--- src/hdl/psgrwd_pkg.sv ---
package psgrwd_pkg;

  // channel count and the noise channel
  localparam int unsigned NumChannels = 4;
  localparam logic [1:0] NoiseChannel = 2'd3;

  // slot range of the sample buffer
  localparam int unsigned BufferDepth = 4096;

  // reset values of the per-channel state
  localparam logic [9:0] ToneReset = 10'd1;
  localparam logic [3:0] AttenReset = 4'd15;

  // level on a modulation marker
  localparam logic [4:0] ModLevel = 5'd31;

  // input beat
  typedef struct packed {
    logic [7:0]  data_byte;
    logic [11:0] buffer_pos;
  } psg_in_t;

  // result beat
  typedef struct packed {
    logic [1:0]  channel_index;
    logic [11:0] slot;
    logic        tone_changed;
    logic [9:0]  tone_value;
    logic        volume_changed;
    logic [4:0]  volume_level;
    logic        modulation_on;
  } psg_out_t;

  // attenuation to amplitude, floor((15 - a) * 31 / 15)
  localparam logic [4:0] VolLut [16] = '{
    5'd31, 5'd28, 5'd26, 5'd24, 5'd22, 5'd20, 5'd18, 5'd16,
    5'd14, 5'd12, 5'd10, 5'd8,  5'd6,  5'd4,  5'd2,  5'd0
  };

endpackage

--- src/hdl/psg_register_write_decoder_top.sv ---
// Register-write decoder for a four-channel sound generator (channel 3 is noise).
// Input channel: in_valid_i / in_stall_o carry one port byte and its buffer slot
// per beat. Output channel: out_valid_o / out_stall_i carry one event per beat:
// a tone change, a volume change or a modulation marker for the written channel.
// A beat is taken at a rising edge with valid high and stall low.
// Path: an accepted byte lands in the input register; when it advances, the
// channel state is updated and the event is loaded into the result register,
// from which it is offered. Throughput: one byte per cycle while the receiver
// does not stall; the decode and state update are a single pass of short logic
// between the input register and the result register.
// While the receiver stalls, the result register holds its beat and the input
// register still takes one more byte; in_stall_o rises only when both are full
// and the receiver stalls.
// Reset: both registers empty, latched channel 0 in tone mode, channel
// registers 0, tones 1, modulation flags clear.
module psg_register_write_decoder_top (
  input  logic                clk_i,
  input  logic                rst_ni,
  input  logic                in_valid_i,
  output logic                in_stall_o,
  input  psgrwd_pkg::psg_in_t in_data_i,
  output logic                out_valid_o,
  input  logic                out_stall_i,
  output psgrwd_pkg::psg_out_t out_data_o
);

  // handshake registers
  logic                 in_valid_q;
  psgrwd_pkg::psg_in_t  in_q;
  logic                 out_valid_q;
  psgrwd_pkg::psg_out_t out_q;
  psgrwd_pkg::psg_out_t out_d;

  // channel state
  logic [1:0] lat_ch_q;
  logic       lat_vol_q;
  logic [9:0] chan_reg_q  [psgrwd_pkg::NumChannels];
  logic [9:0] tone_q      [psgrwd_pkg::NumChannels];
  logic [3:0] mod_q;

  // decode signals
  logic       advance;
  logic       in_take;
  logic       is_latch;
  logic [1:0] ch;
  logic       is_vol;
  logic [9:0] reg_new;
  logic       tone_ev;
  logic       mod_ev;
  logic       vol_ev;
  logic       mod_new;

  // pipeline flow
  assign advance    = in_valid_q && !(out_valid_q && out_stall_i);
  assign in_stall_o = in_valid_q && out_valid_q && out_stall_i;
  assign in_take    = in_valid_i && !in_stall_o;

  // decode the held byte
  always_comb begin
    is_latch = in_q.data_byte[7];
    ch       = is_latch ? in_q.data_byte[6:5] : lat_ch_q;
    is_vol   = is_latch ? in_q.data_byte[4] : lat_vol_q;
    reg_new  = is_latch ? {chan_reg_q[ch][9:4], in_q.data_byte[3:0]}
                        : {in_q.data_byte[5:0], chan_reg_q[ch][3:0]};
    tone_ev  = !is_vol;
    mod_ev   = is_latch && is_vol && (tone_q[ch] == 10'd0);
    vol_ev   = is_vol && !mod_ev;
    if (tone_ev) begin
      mod_new = 1'b0;
    end else if (mod_ev) begin
      mod_new = 1'b1;
    end else begin
      mod_new = mod_q[ch];
    end
  end

  // result beat
  always_comb begin
    out_d.channel_index  = ch;
    out_d.slot           = 12'(in_q.buffer_pos % psgrwd_pkg::BufferDepth);
    out_d.tone_changed   = tone_ev || mod_ev;
    out_d.volume_changed = vol_ev || mod_ev;
    out_d.modulation_on  = mod_new;
    if (tone_ev) begin
      if (reg_new != 10'd0 || ch == psgrwd_pkg::NoiseChannel) begin
        out_d.tone_value = reg_new;
      end else begin
        out_d.tone_value = psgrwd_pkg::ToneReset;
      end
    end else if (mod_ev) begin
      out_d.tone_value = {6'd0, reg_new[3:0]};
    end else begin
      out_d.tone_value = 10'd0;
    end
    if (mod_ev) begin
      out_d.volume_level = psgrwd_pkg::ModLevel;
    end else if (vol_ev) begin
      out_d.volume_level = psgrwd_pkg::VolLut[in_q.data_byte[3:0]];
    end else begin
      out_d.volume_level = 5'd0;
    end
  end

  // valid flags
  always_ff @(posedge clk_i or negedge rst_ni) begin
    if (!rst_ni) begin
      in_valid_q  <= 1'b0;
      out_valid_q <= 1'b0;
    end else begin
      if (in_take) begin
        in_valid_q <= 1'b1;
      end else if (advance) begin
        in_valid_q <= 1'b0;
      end
      if (advance) begin
        out_valid_q <= 1'b1;
      end else if (!out_stall_i) begin
        out_valid_q <= 1'b0;
      end
    end
  end

  // payload registers
  always_ff @(posedge clk_i) begin
    if (in_take) begin
      in_q <= in_data_i;
    end
    if (advance) begin
      out_q <= out_d;
    end
  end

  // channel state update
  always_ff @(posedge clk_i or negedge rst_ni) begin
    if (!rst_ni) begin
      lat_ch_q  <= 2'd0;
      lat_vol_q <= 1'b0;
      mod_q     <= '0;
      for (int i = 0; i < psgrwd_pkg::NumChannels; i++) begin
        chan_reg_q[i] <= 10'd0;
        tone_q[i]     <= psgrwd_pkg::ToneReset;
      end
    end else if (advance) begin
      lat_ch_q       <= ch;
      lat_vol_q      <= is_vol;
      chan_reg_q[ch] <= reg_new;
      mod_q[ch]      <= mod_new;
      if (tone_ev) begin
        tone_q[ch] <= reg_new;
      end
    end
  end

  assign out_valid_o = out_valid_q;
  assign out_data_o  = out_q;

`ifndef NO_ASSERTIONS
  // every beat carries at least one event flag
  a_one_event: assert property (@(posedge clk_i) disable iff (!rst_ni)
    out_valid_q |-> (out_q.tone_changed || out_q.volume_changed))
    else $error("result beat carries no event");

  // a modulation marker shows full level and a set flag
  a_mod_marker: assert property (@(posedge clk_i) disable iff (!rst_ni)
    (out_valid_q && out_q.tone_changed && out_q.volume_changed)
      |-> (out_q.volume_level == psgrwd_pkg::ModLevel && out_q.modulation_on))
    else $error("modulation marker malformed");

  // a plain tone change on a tone channel is never zero and clears modulation
  a_tone_nonzero: assert property (@(posedge clk_i) disable iff (!rst_ni)
    (out_valid_q && out_q.tone_changed && !out_q.volume_changed
      && out_q.channel_index != psgrwd_pkg::NoiseChannel)
      |-> (out_q.tone_value != 10'd0 && !out_q.modulation_on))
    else $error("tone change gives zero tone or keeps modulation");

  // a byte in the input register with room ahead reaches the result register
  a_advance: assert property (@(posedge clk_i) disable iff (!rst_ni)
    (in_valid_q && !out_valid_q) |=> out_valid_q)
    else $error("held byte did not advance");

  // modulation is only ever set on a channel whose tone is zero
  for (genvar g = 0; g < psgrwd_pkg::NumChannels; g++) begin : g_mod_chk
    a_mod_tone: assert property (@(posedge clk_i) disable iff (!rst_ni)
      mod_q[g] |-> (tone_q[g] == 10'd0))
      else $error("modulation flag set on nonzero tone");
  end
`endif

endmodule
--- config.mk ---
export PLATFORM = sky130hd
export DESIGN_NAME = psg_register_write_decoder_top
export DESIGN_NICKNAME = d
export VERILOG_FILES = /design/src/hdl/psgrwd_pkg.sv /design/src/hdl/psg_register_write_decoder_top.sv
export SDC_FILE = /design/constraint.sdc
export NUM_CORES = 1
export LEC_CHECK = 0
export BUFFER_PORTS_ARGS = -buffer_cell sky130_fd_sc_hd__buf_2
export CAP_MARGIN = 20
export CELL_PAD_IN_SITES_DETAIL_PLACEMENT = 0
export CELL_PAD_IN_SITES_GLOBAL_PLACEMENT = 1
export CORE_MARGIN = 2
export CORE_UTILIZATION = 45
export DETAILED_ROUTE_END_ITERATION = 7
export GPL_ROUTABILITY_DRIVEN = 0
export PLACE_DENSITY = 0.78
export RECOVER_POWER = 50
export SYNTH_ARGS = -nofsm -noshare
export SYNTH_HDL_FRONTEND = slang
export SYNTH_SLANG_ARGS = --single-unit
--- constraint.sdc ---
create_clock -name clk_i -period 4.3 [get_ports clk_i]
set_input_delay 0.43 -clock clk_i [delete_from_list [all_inputs] [get_ports clk_i]]
set_output_delay 0.43 -clock clk_i [all_outputs]
set_load 0.1 [all_outputs]
==> summary.txt, run 1 <==
Critical path
  – CP required: approximately 4.6 ns
  – Crit Path Class: reg2reg
  – CP Capture Type: flip-flop
  – Crit path max fanout: 20
  – Worst Path Arrival: 3.94 ns
  – Critical Path Start Type: flip-flop

Global route
  – Vias in the first global route: 3248
  – Largest net degree at the start of global routing: 90
  – Total gr overflow: 0
  – First-pass GRT wire length: 17860 microns
  – Initial antenna violation count: 0
  – GRT Util Overall: 0.1837

Pwr
  – Comb power frac: 0.237
  – Sequential power share: 0.453
  – Leak pwr: around 2.8 nW
  – Worst VDD drop: approximately 370 uV
  – Sw Ratio: 0.3204
  – PnR Total Power: 0.004607 W
  – PwrDens: 695.2 mW/mm^2
  – P_int: approximately 0.0031 W
  – Sw power: 0.001476 W
  – Clock Power Share: 0.310

Synthesis
  – Register area share after synthesis: 0.6759
  – Syn Area/Cell: 12.73 sq um
  – Ys flop type: dfrtp_1
  – Post-synthesis instance area: 0.005613 sq mm
  – Yosys Warn Count: 0
  – Count of cell types in the netlist: 42
  – Flops & latches, synth: 141
  – Post-Synthesis Cells: 441
  – Syn Nets: about 470
  – Post-synth EDFFs: 52
  – Asr flop ratio synth: 0.6312

Place
  – Setup WS pre-CTS: 0.7321 ns
  – IO buf count: 57
  – DP Wirelength: ~7700 microns

Cells and area
  – Area growth, synth to finish: 18.06%
  – Fill count: 1029
  – Layout cell share with drive strength beyond 1: 0.2437
  – Antenna diodes: 0
  – Nets: 525
  – Final core utilization: 0.5471

Timing
  – Clk_skew: 0.005537 ns
  – Fin worst setup slack: 0.6545 ns
  – Slew HR: -0.6218
  – Final setup viols: 0
  – Setup TNS: 0 ns
  – Final max-slew violation count: 80
  – Highest clock rate: 0.2743 GHz
  – Hold Vio Cnt, Final: 0
  – Final period util: 0.8478
  – Slew at the pin with the worst max-slew slack: 2.433 ns
  – Crit path time final: 3.646 ns
  – RSZ-0062 raised after global routing: false

Route
  – Iter 0 DRT Violations: 213
  – Drt pass-1 iters: 4
  – DRC: 0
  – Via Count: 3463
  – Final WL: 11670 microns
  – Routed len/inst: 17.13 microns
  – Vias per cell: 5.085
  – Final ANT Viol Nets: 0

Floorplan
  – Chip Height: 115.7 microns
  – # rows: 40
  – Core Area: 0.01211 sq mm
  – Ports: 58
  – Initial core utilization: 0.4634
  – Die W: approximately 120 microns
  – Die Area: roughly 0.013 sq mm

CTS
  – CTS tree: yes
  – H-tree depth: 4
  – Clk sinks: 141
  – Longest Clk Path Bufs: 2
  – Root Buffer: clkbuf_16
  – # hold bufs at CTS: 0
  – CTS Buf Count: 17
  – Clk slew on worst S/H paths: approximately 0.06 ns
  – Worst skew pair latency: 0.42 ns
  – Setup bufs post-CTS: 0
  – Resize count post-CTS: 0

Status
  – Status: complete, but fails checks
  – Failing checks: capacitance limit, slew limit

Run
  – Max_cap viols: 2

Min path
  – Hold Path Class: in2reg
-- metal layers --
| layer | vias to the layer above | share of wire | GRT usage |
|---|---|---|---|
| met4 | 0 | 0.0075 | 0.05714 |
| li1 | 1698 | - | - |
| met5 | - | 0 | 0 |
| met2 | 71 | 0.49 | 0.2881 |
| met1 | 1688 | 0.46 | 0.2510 |
| met3 | 6 | 0.049 | 0.05230 |
-- cells in the mapped netlist, types with 5 or more instances --
| cell type | n | share of area |
|---|---|---|
| a21oi_1 | 24 | 0.021 |
| buf_2 | 9 | 0.0080 |
| clkbuf_1 | 11 | 0.0074 |
| dfrtp_1 | 85 | 0.38 |
| edfxtp_1 | 52 | 0.28 |
| inv_1 | 11 | 0.0074 |
| mux2_2 | 24 | 0.048 |
| mux2i_1 | 7 | 0.012 |
| nand2_1 | 65 | 0.043 |
| nand3_1 | 5 | 0.0045 |
| nand4_1 | 5 | 0.0056 |
| nor2_1 | 24 | 0.016 |
| nor2b_1 | 5 | 0.0056 |
| nor4_1 | 8 | 0.0089 |
| o21ai_0 | 58 | 0.052 |
-- through the flow --
step                      hold WS (ns)  instances  area, sq um
after detailed placement        0.4045        647         6028
after global placement          0.4013        647         6028
after CTS                       0.1738        678         6608
after floorplan                 0.1344        441         5613
final                           0.1875        681         6626
after global routing            0.1692        681         6626
-- state kept, by name, indices dropped and copies added, names as in the netlist, 2 cells and up --
signal and count:
in_q 20, out_data_o 32, tone_q 40, lat_ch_q 2
mod_q 4, chan_reg_q 40
-- logic make-up (layout without fill, tap and decap cells) --
family	Yosys count	after routing	share of synthesized area
buffers and inverters	34	106	0.02809
multiplexers	38	38	0.08270
AO/OA/AOI/OAI	104	104	0.1148
AND/OR/NAND/NOR	124	124	0.09853
flip-flops	141	141	0.6759
-- worst max-delay path, cell delays in order, from the launching register on --
cell and delay [ns]:
edfxtp_1 0.76, mux2i_1 0.87, nand3_1 0.72, nor2_2 0.76, mux2_2 0.40
-- path summary, 6_finish.rpt --
path                               from              to  slack, ns  cells past startpoint
max                            in_q[19]      tone_q[29]       0.65                      4
min                        in_data_i[5]         in_q[5]       0.19                      1
max reg2reg                    in_q[19]      tone_q[29]       0.65                      4
min reg2reg                     in_q[3]  out_data_o[21]       0.42                      0
max in group asynchronous        rst_ni   chan_reg_q[0]       2.15                      1
min in group asynchronous        rst_ni       tone_q[9]       0.75                      1
-- final cells by class --
class	instances	area (sq um)	area share
tap	168	210.2	0.03172
clock inverter	13	150.1	0.02266
multi-input combinational	266	1658	0.2502
timing repair buffer	63	340.3	0.05136
sequential	141	3794	0.5725
clock buffer	18	429.2	0.06477
inverter	12	45.04	0.006798
-- cell usage in the layout (no fill, tap or decap), drive strengths merged --
master    instances
nand3             5
bufinv            3
a31oi             2
and3              2
a211o             1
or2               1
nand4             5
a211oi            2
mux4              3
mux2i             7
nand2b            1
o31ai             1
a21o              1
edfxtp           52
clkinv            8
a21oi            24
o21a              1
nand2            65
a21boi            1
a221o             1
buf              57
mux2             28
a221oi            4
dfstp             4
o21ai            61
inv              12
or3               1
nor2b             5
nor2             25
dfrtp            85
o2bb2ai           1
or4b              1
clkbuf           24
o22ai             4
nor4              8
and2              4
or3b              1
clkinvlp          2
-- power by group through the flow --
stage | combinational, W | clock, W | sequential (W)
after floorplan | 0.000631 | 0 | 0.00226
after global routing | 0.00120 | 0.00152 | 0.00213
after global placement | 0.00107 | 0 | 0.00209
final | 0.00109 | 0.00143 | 0.00208
after CTS | 0.00109 | 0.00145 | 0.00209
after detailed placement | 0.00109 | 0 | 0.00211
Note: power is estimated with default switching activity, not from simulation.
==> inputs of run 2 (changes only) <==
--- a/config.mk
+++ b/config.mk
@@ -5,12 +5,13 @@
 export SDC_FILE = /design/constraint.sdc
 export NUM_CORES = 1
 export LEC_CHECK = 0
+export ABC_AREA = 1
 export BUFFER_PORTS_ARGS = -buffer_cell sky130_fd_sc_hd__buf_2
 export CAP_MARGIN = 20
 export CELL_PAD_IN_SITES_DETAIL_PLACEMENT = 0
 export CELL_PAD_IN_SITES_GLOBAL_PLACEMENT = 1
 export CORE_MARGIN = 2
-export CORE_UTILIZATION = 45
+export CORE_UTILIZATION = 41
 export DETAILED_ROUTE_END_ITERATION = 7
 export GPL_ROUTABILITY_DRIVEN = 0
 export PLACE_DENSITY = 0.78
==> constraint.sdc (replaced) <==
create_clock -name clk_i -period 3.05 [get_ports clk_i]
set_input_delay 0.305 -clock clk_i [delete_from_list [all_inputs] [get_ports clk_i]]
set_output_delay 0.305 -clock clk_i [all_outputs]
set_load 0.1 [all_outputs]
==> summary.txt, run 2 <==
Timing
  – Hold Vio Cnt, Final: 0 (unchanged)
  – Clk_skew: 0.005704 ns (+0.0001663 ns)
  – Highest clock rate: 0.4006 GHz (+46%)
  – Setup TNS: 0 ns (unchanged)
  – Crit path time final: 2.496 ns (-1.149 ns)
  – Final setup viols: 0 (unchanged)
  – Final period util: 0.8184 (-0.02940)
  – Slew HR: 0.1976 (+0.8194)
  – RSZ-0062 raised after global routing: false
  – Final max-slew violation count: 0 (-100%)
  – Slew at the pin with the worst max-slew slack: 1.204 ns (-1.229 ns)

Floorplan
  – Ports: 58 (unchanged)
  – # rows: 43 (+7.5%)
  – Core Area: 0.01383 sq mm (+14%)
  – Chip Height: 122.9 microns (+6.2%)
  – Initial core utilization: 0.4190 (-0.04446)
  – Die Area: 0.01510 sq mm (+13%)
  – Die W: 122.9 microns (+6.2%)

Place
  – IO buf count: 57 (unchanged)
  – DP Wirelength: 8895 microns (+16%)

Cells and area
  – Antenna diodes: 0 (unchanged)
  – Layout cell share with drive strength beyond 1: 0.1628 (-0.08087)
  – Area growth, synth to finish: 16.59%
  – Commonest non-fill, non-tap cell in the layout: nand2_1
  – Most frequent cells in the layout: 198 x nand2_1, 87 x o21ai_0, 85 x dfrtp_1
  – Nets: 656 (+25%)

Route
  – Routed len/inst: 16.70 microns (-2.5%)
  – Final WL: 13780 microns (+18%)
  – Final ANT Viol Nets: 0 (unchanged)
  – DRC: 0 (unchanged)
  – Drt pass-1 iters: 5 (+1)
  – Iter 0 DRT Violations: 348 (+63%)
  – Via Count: 4122 (+19%)
  – Vias per cell: 4.996 (-1.7%)

Pwr
  – PnR Total Power: 0.006683 W (+45%)
  – Leak pwr: 3.045 nW (+7.2%)
  – Worst VDD drop: 500.9 uV (+36%)
  – PwrDens: 989.4 mW/mm^2 (+42%)

Synthesis
  – Area leader, netlist: dfrtp_1
  – Post-synthesis instance area: 0.005793 sq mm (+3.2%)
  – Post-Synthesis Cells: 573 (+30%)
  – Syn Nets: 597 (+28%)
  – Ys flop type: dfrtp_1
  – Synth area leaders: dfrtp_1 37%, edfxtp_1 27%, nand2_1 13%
  – Yosys Warn Count: 0 (unchanged)
  – Count of cell types in the netlist: 29 (-31%)
  – Post-synth EDFFs: 52 (unchanged)
  – Syn Area/Cell: 10.11 sq um (-21%)
  – Most numerous cell in the Yosys netlist: nand2_1
  – Area share of the largest cell type after synthesis: 0.3672 (-0.01179)
  – Synth top cells by count: 198 x nand2_1, 87 x o21ai_0, 85 x dfrtp_1, 52 x edfxtp_1, 32 x nor2_1
  – Flops & latches, synth: 141 (unchanged)
  – Register area share after synthesis: 0.6549 (-0.02102)
  – Asr flop ratio synth: 0.6312 (unchanged)

Global route
  – Total gr overflow: 0 (unchanged)
  – First-pass GRT wire length: 21940 microns (+23%)
  – Vias in the first global route: 4059 (+25%)
  – GRT Util Overall: 0.1967 (+0.01297)
  – Largest net degree at the start of global routing: 45 (-50%)
  – Initial antenna violation count: 0 (unchanged)

CTS
  – CTS Buf Count: 17 (unchanged)
  – H-tree depth: 4 (unchanged)
  – Worst skew pair latency: 0.42 ns (about the same)
  – Clk slew on worst S/H paths: 0.06 ns (about the same)
  – Clk sinks: 141 (unchanged)
  – Root Buffer: clkbuf_16
  – Longest Clk Path Bufs: 2 (unchanged)
  – CTS tree: yes

Run
  – Max_cap viols: 0 (-2)

Critical path
  – Crit Path Class: reg2reg
  – CP Capture Type: flip-flop
  – CP required: 3.21 ns (-1.39 ns)
  – Worst Path Arrival: 2.66 ns (-1.28 ns)
  – Critical Path Start Type: flip-flop
  – Crit path max fanout: 13 (-35%)

Status
  – Status: finished clean

Min path
  – Hold Path Class: in2reg
[run 2: cell types whose count changed after synthesis, moves of 8 or more]
| cell | delta |
|---|---|
| a21oi_1 | -22 |
| inv_1 | +8 |
| mux2_2 | -24 |
| nand2_1 | +133 |
| nand3_1 | +20 |
| nor2_1 | +8 |
| nor2_2 | +9 |
| nor4_1 | -8 |
| o21ai_0 | +29 |
[run 2: path summary, 6_finish.rpt]
kind                              start              to  slack (ns)  depth (start not counted)
min in group asynchronous        rst_ni   chan_reg_q[6]        0.64                          2
max in group asynchronous        rst_ni     lat_ch_q[1]        0.76                          3
hold reg to reg                 in_q[1]  out_data_o[19]        0.42                          0
setup reg to reg               in_q[19]  out_data_o[11]        0.55                         13
hold / removal             in_data_i[2]         in_q[2]        0.06                          1
setup / recovery               in_q[19]  out_data_o[11]        0.55                         13
[run 2: through the flow]
stage	worst slack (ns)	cells	area [sq um]	util	hold WS [ns]
floorplan	0.1180	573	5796	-	0.009409
global placement	0.6670	792	6230	0.4505	0.3344
detailed placement	0.5860	792	6230	0.4505	0.3396
CTS	0.5761	825	6795	0.4914	0.04625
global route	0.3333	825	6754	0.4885	0.04980
finish	0.5539	825	6754	0.4885	0.06045
[run 2: where the power goes]
part	internal (W)	leakage (nW)	switching (W)
combinational	0.000479	1.16	0.00131
sequential	0.00262	1.62	0.000312
clock	0.00119	0.266	0.000773
[run 2: repair_timing]
item | CTS | global route
setup buffers | 0 | 0
resized for setup | 0 | 0
endpoints found under the hold margin | 38 | 0
hold buffers | 1 | 0
[run 2: area by class of cell]
cell class              instances  area (sq um)
multi-input cells             385          1783
inverters                      22         85.08
fillers                      1297          7073
clock buffers                  18         429.2
well taps                     180         225.2
clock inverters                14         126.4
repair buffers                 65         311.5
flip-flops and latches        141          3794
[run 2: cells by family after synthesis]
group | Yosys count | synth area share
flip-flops | 141 | 0.6549
AO/OA/AOI/OAI | 97 | 0.08791
buffers and inverters | 47 | 0.03823
AND/OR/NAND/NOR | 288 | 0.2190
[run 2: per-layer routing]
metal	vias to the layer above	GRT usage	part of all wire	routed length (microns)
li1	2008	-	-	-
met1	1986	0.2665	0.46	6295
met2	112	0.3104	0.48	6563
met3	16	0.04368	0.051	699
met4	0	0.07256	0.016	219
met5	-	0	0	0
[run 2: worst max-delay path, stage by stage, from the launching register on]
cell	delay, ns
edfxtp_1	0.53
buf_4	0.26
nand2_1	0.14
nand2_2	0.21
nand2_1	0.11
nand2_1	0.06
nand2_1	0.07
nand3_1	0.11
nand2_2	0.26
nand2_1	0.11
nor2_2	0.12
nand3_2	0.09
nand2_4	0.12
nor2_2	0.05
==> inputs of run 3 (changes only) <==
--- a/config.mk
+++ b/config.mk
@@ -11,10 +11,10 @@
 export CELL_PAD_IN_SITES_DETAIL_PLACEMENT = 0
 export CELL_PAD_IN_SITES_GLOBAL_PLACEMENT = 1
 export CORE_MARGIN = 2
-export CORE_UTILIZATION = 41
+export CORE_UTILIZATION = 45
 export DETAILED_ROUTE_END_ITERATION = 7
 export GPL_ROUTABILITY_DRIVEN = 0
-export PLACE_DENSITY = 0.78
+export PLACE_DENSITY = 0.81
 export RECOVER_POWER = 50
 export SYNTH_ARGS = -nofsm -noshare
 export SYNTH_HDL_FRONTEND = slang
==> constraint.sdc (replaced) <==
create_clock -name clk_i -period 2.6 [get_ports clk_i]
set_input_delay 0.26 -clock clk_i [delete_from_list [all_inputs] [get_ports clk_i]]
set_output_delay 0.26 -clock clk_i [all_outputs]
set_load 0.1 [all_outputs]
==> summary.txt, run 3 (synthesis gave the netlist of run 2 again) <==
Cells and area
  – Layout cell share with drive strength beyond 1: 0.1710 (+0.008202)
  – Most frequent cells in the layout: 198 x nand2_1, 87 x o21ai_0, 85 x dfrtp_1
  – Fill count: 1177 (-9.3%)
  – Nets: 666 (+1.5%)
  – Area growth, synth to finish: 18.47%
  – Design Area, Final: 0.006863 sq mm (+1.6%)
  – Antenna diodes: 0 (unchanged)
  – FF+latch area: 0.003794 sq mm (unchanged)
  – Multi-input logic area: 0.001790 sq mm (+0.42%)
  – Commonest non-fill, non-tap cell in the layout: nand2_1
  – Final core utilization: 0.5438 (+0.05536)

Route
  – DRC: 0 (unchanged)
  – Final ANT Viol Nets: 0 (unchanged)
  – Routed len/inst: 16.26 microns (-2.7%)
  – Via Count: 4219 (+2.4%)
  – Iter 0 DRT Violations: 309 (-11%)
  – Final WL: 13440 microns (-2.4%)
  – Vias per cell: 5.102 (+2.1%)
  – Drt pass-1 iters: 5 (unchanged)

Floorplan
  – # rows: 41 (-4.7%)
  – Die Area: 0.01380 sq mm (-8.6%)
  – Chip Height: 117.5 microns (-4.4%)
  – Initial core utilization: 0.4591 (+0.04009)
  – Die W: 117.5 microns (-4.4%)
  – Ports: 58 (unchanged)
  – Core Area: 0.01262 sq mm (-8.7%)

CTS
  – Worst skew pair latency: 0.42 ns (about the same)
  – Longest Clk Path Bufs: 2 (unchanged)
  – H-tree depth: 4 (unchanged)
  – Root Buffer: clkbuf_16
  – CTS Buf Count: 17 (unchanged)
  – Clk slew on worst S/H paths: 0.06 ns (about the same)
  – Clk sinks: 141 (unchanged)
  – Setup bufs post-CTS: 0 (unchanged)
  – CTS tree: yes

Global route
  – First-pass GRT wire length: 21980 microns (+0.19%)
  – GRT Util Overall: 0.2076 (+0.01091)
  – Vias in the first global route: 4060 (+0.025%)
  – Total gr overflow: 0 (unchanged)
  – Initial antenna violation count: 0 (unchanged)
  – Largest net degree at the start of global routing: 50 (+11%)

Place
  – Setup WS pre-CTS: 0.2372 ns (-0.3489 ns)
  – Post-Place Cell Area: 0.006297 sq mm (+1.1%)
  – IO buf count: 57 (unchanged)
  – DP Wirelength: 8961 microns (+0.74%)

Pwr
  – Leak pwr: 3.101 nW (+1.8%)
  – Sw Ratio: 0.3746 (+0.01543)
  – Sequential power share: 0.427 (-0.011)
  – Worst VDD drop: 651.4 uV (+30%)
  – Comb power frac: 0.272 (+0.004)
  – PwrDens: 1174 mW/mm^2 (+19%)
  – P_int: 0.005037 W (+18%)
  – Clock Power Share: 0.301 (+0.008)
  – Sw power: 0.003017 W (+26%)

Timing
  – Highest clock rate: 0.4199 GHz (+4.8%)
  – Clk_skew: 0.009873 ns (+0.004169 ns)
  – Hold Vio Cnt, Final: 0 (unchanged)
  – Crit path time final: 2.382 ns (-0.1146 ns)
  – Slew at the pin with the worst max-slew slack: 1.219 ns (+0.01556 ns)
  – Final max-slew violation count: 0 (unchanged)
  – Worst hold slack: 0.01200 ns (-0.04845 ns)
  – Final period util: 0.9160 (+0.09758)
  – RSZ-0062 raised after global routing: false
  – Setup TNS: 0 ns (unchanged)
  – Fin worst setup slack: 0.2185 ns (-0.3354 ns)
  – Slew HR: 0.1873 (-0.01037)
  – Final setup viols: 0 (unchanged)

Critical path
  – CP Capture Type: flip-flop
  – CP required: 2.78 ns (-0.43 ns)
  – Worst Path Arrival: 2.56 ns (-0.10 ns)
  – Crit Path Class: reg2reg
  – Slowest cell delay on critical path: 0.54 ns (about the same)
  – Critical path, cell by cell: buf_4 -> nand2_1 -> nand2_2 -> nand2_1 -> nand2_1 -> nand2_1 -> nand3_2 -> nand2_4 -> nand2_1 -> nor2_2 -> nand3_2 -> nand2_4 -> nor2_2
  – Crit path max fanout: 13 (unchanged)
  – Slowest CP cell: edfxtp_1
  – Critical Path Start Type: flip-flop
  – Crit path top cell by count: nand2_1

Run
  – Max_cap viols: 0 (unchanged)

Min path
  – Hold Path Class: in2reg

Status
  – Status: finished clean
[run 3: stage by stage]
step	instances	total power (W)
floorplan	573	0.005049
global placement	792	0.005611
detailed placement	792	0.005676
CTS	825	0.008106
global route	827	0.008524
finish	827	0.008054
[run 3: worst max-delay path, delay by kind of cell, from the launching register on]
kind	cells	cell delay [ns]
AND/OR/NAND/NOR	12	1.34
buffers and inverters	1	0.23
flip-flops	1	0.54
[run 3: area by class of cell]
cell class | instances | area share
clock inverters | 15 | 0.02407
clock buffers | 17 | 0.06199
well taps | 172 | 0.03136
inverters | 22 | 0.01240
flip-flops and latches | 141 | 0.5528
repair buffers | 75 | 0.05652
multi-input cells | 385 | 0.2609
[run 3: path summary, 6_finish.rpt]
check	from	end	slack (ns)	cells after the start
worst min register to register	in_q[2]	out_data_o[20]	0.42	0
worst max-delay path	in_q[19]	out_data_o[14]	0.22	13
max in group asynchronous	rst_ni	chan_reg_q[5]	0.64	3
worst min-delay path	in_data_i[5]	in_q[5]	0.01	1
worst max register to register	in_q[19]	out_data_o[14]	0.22	13
min in group asynchronous	rst_ni	chan_reg_q[36]	0.64	2
[run 3: repair_timing]
item	CTS	global route
hold buffers	1	2
resized for setup	0	0
endpoints found under the hold margin	46	2
[run 3: power by group through the flow]
stage | registers, W | clock network (W) | logic, W
2_1_floorplan | 0.00388 | 0 | 0.00117
3_3_place_gp | 0.00344 | 0 | 0.00217
3_5_place_dp | 0.00346 | 0 | 0.00221
4_1_cts | 0.00344 | 0.00245 | 0.00222
5_1_grt | 0.00352 | 0.00256 | 0.00244
6_report | 0.00344 | 0.00242 | 0.00219
[run 3: metal layers]
metal	GRT usage	up-vias	share of wire
met5	0	-	0
met4	0.06852	0	0.013
met3	0.04651	15	0.061
met2	0.3132	149	0.46
met1	0.3000	2028	0.47
li1	-	2027	-
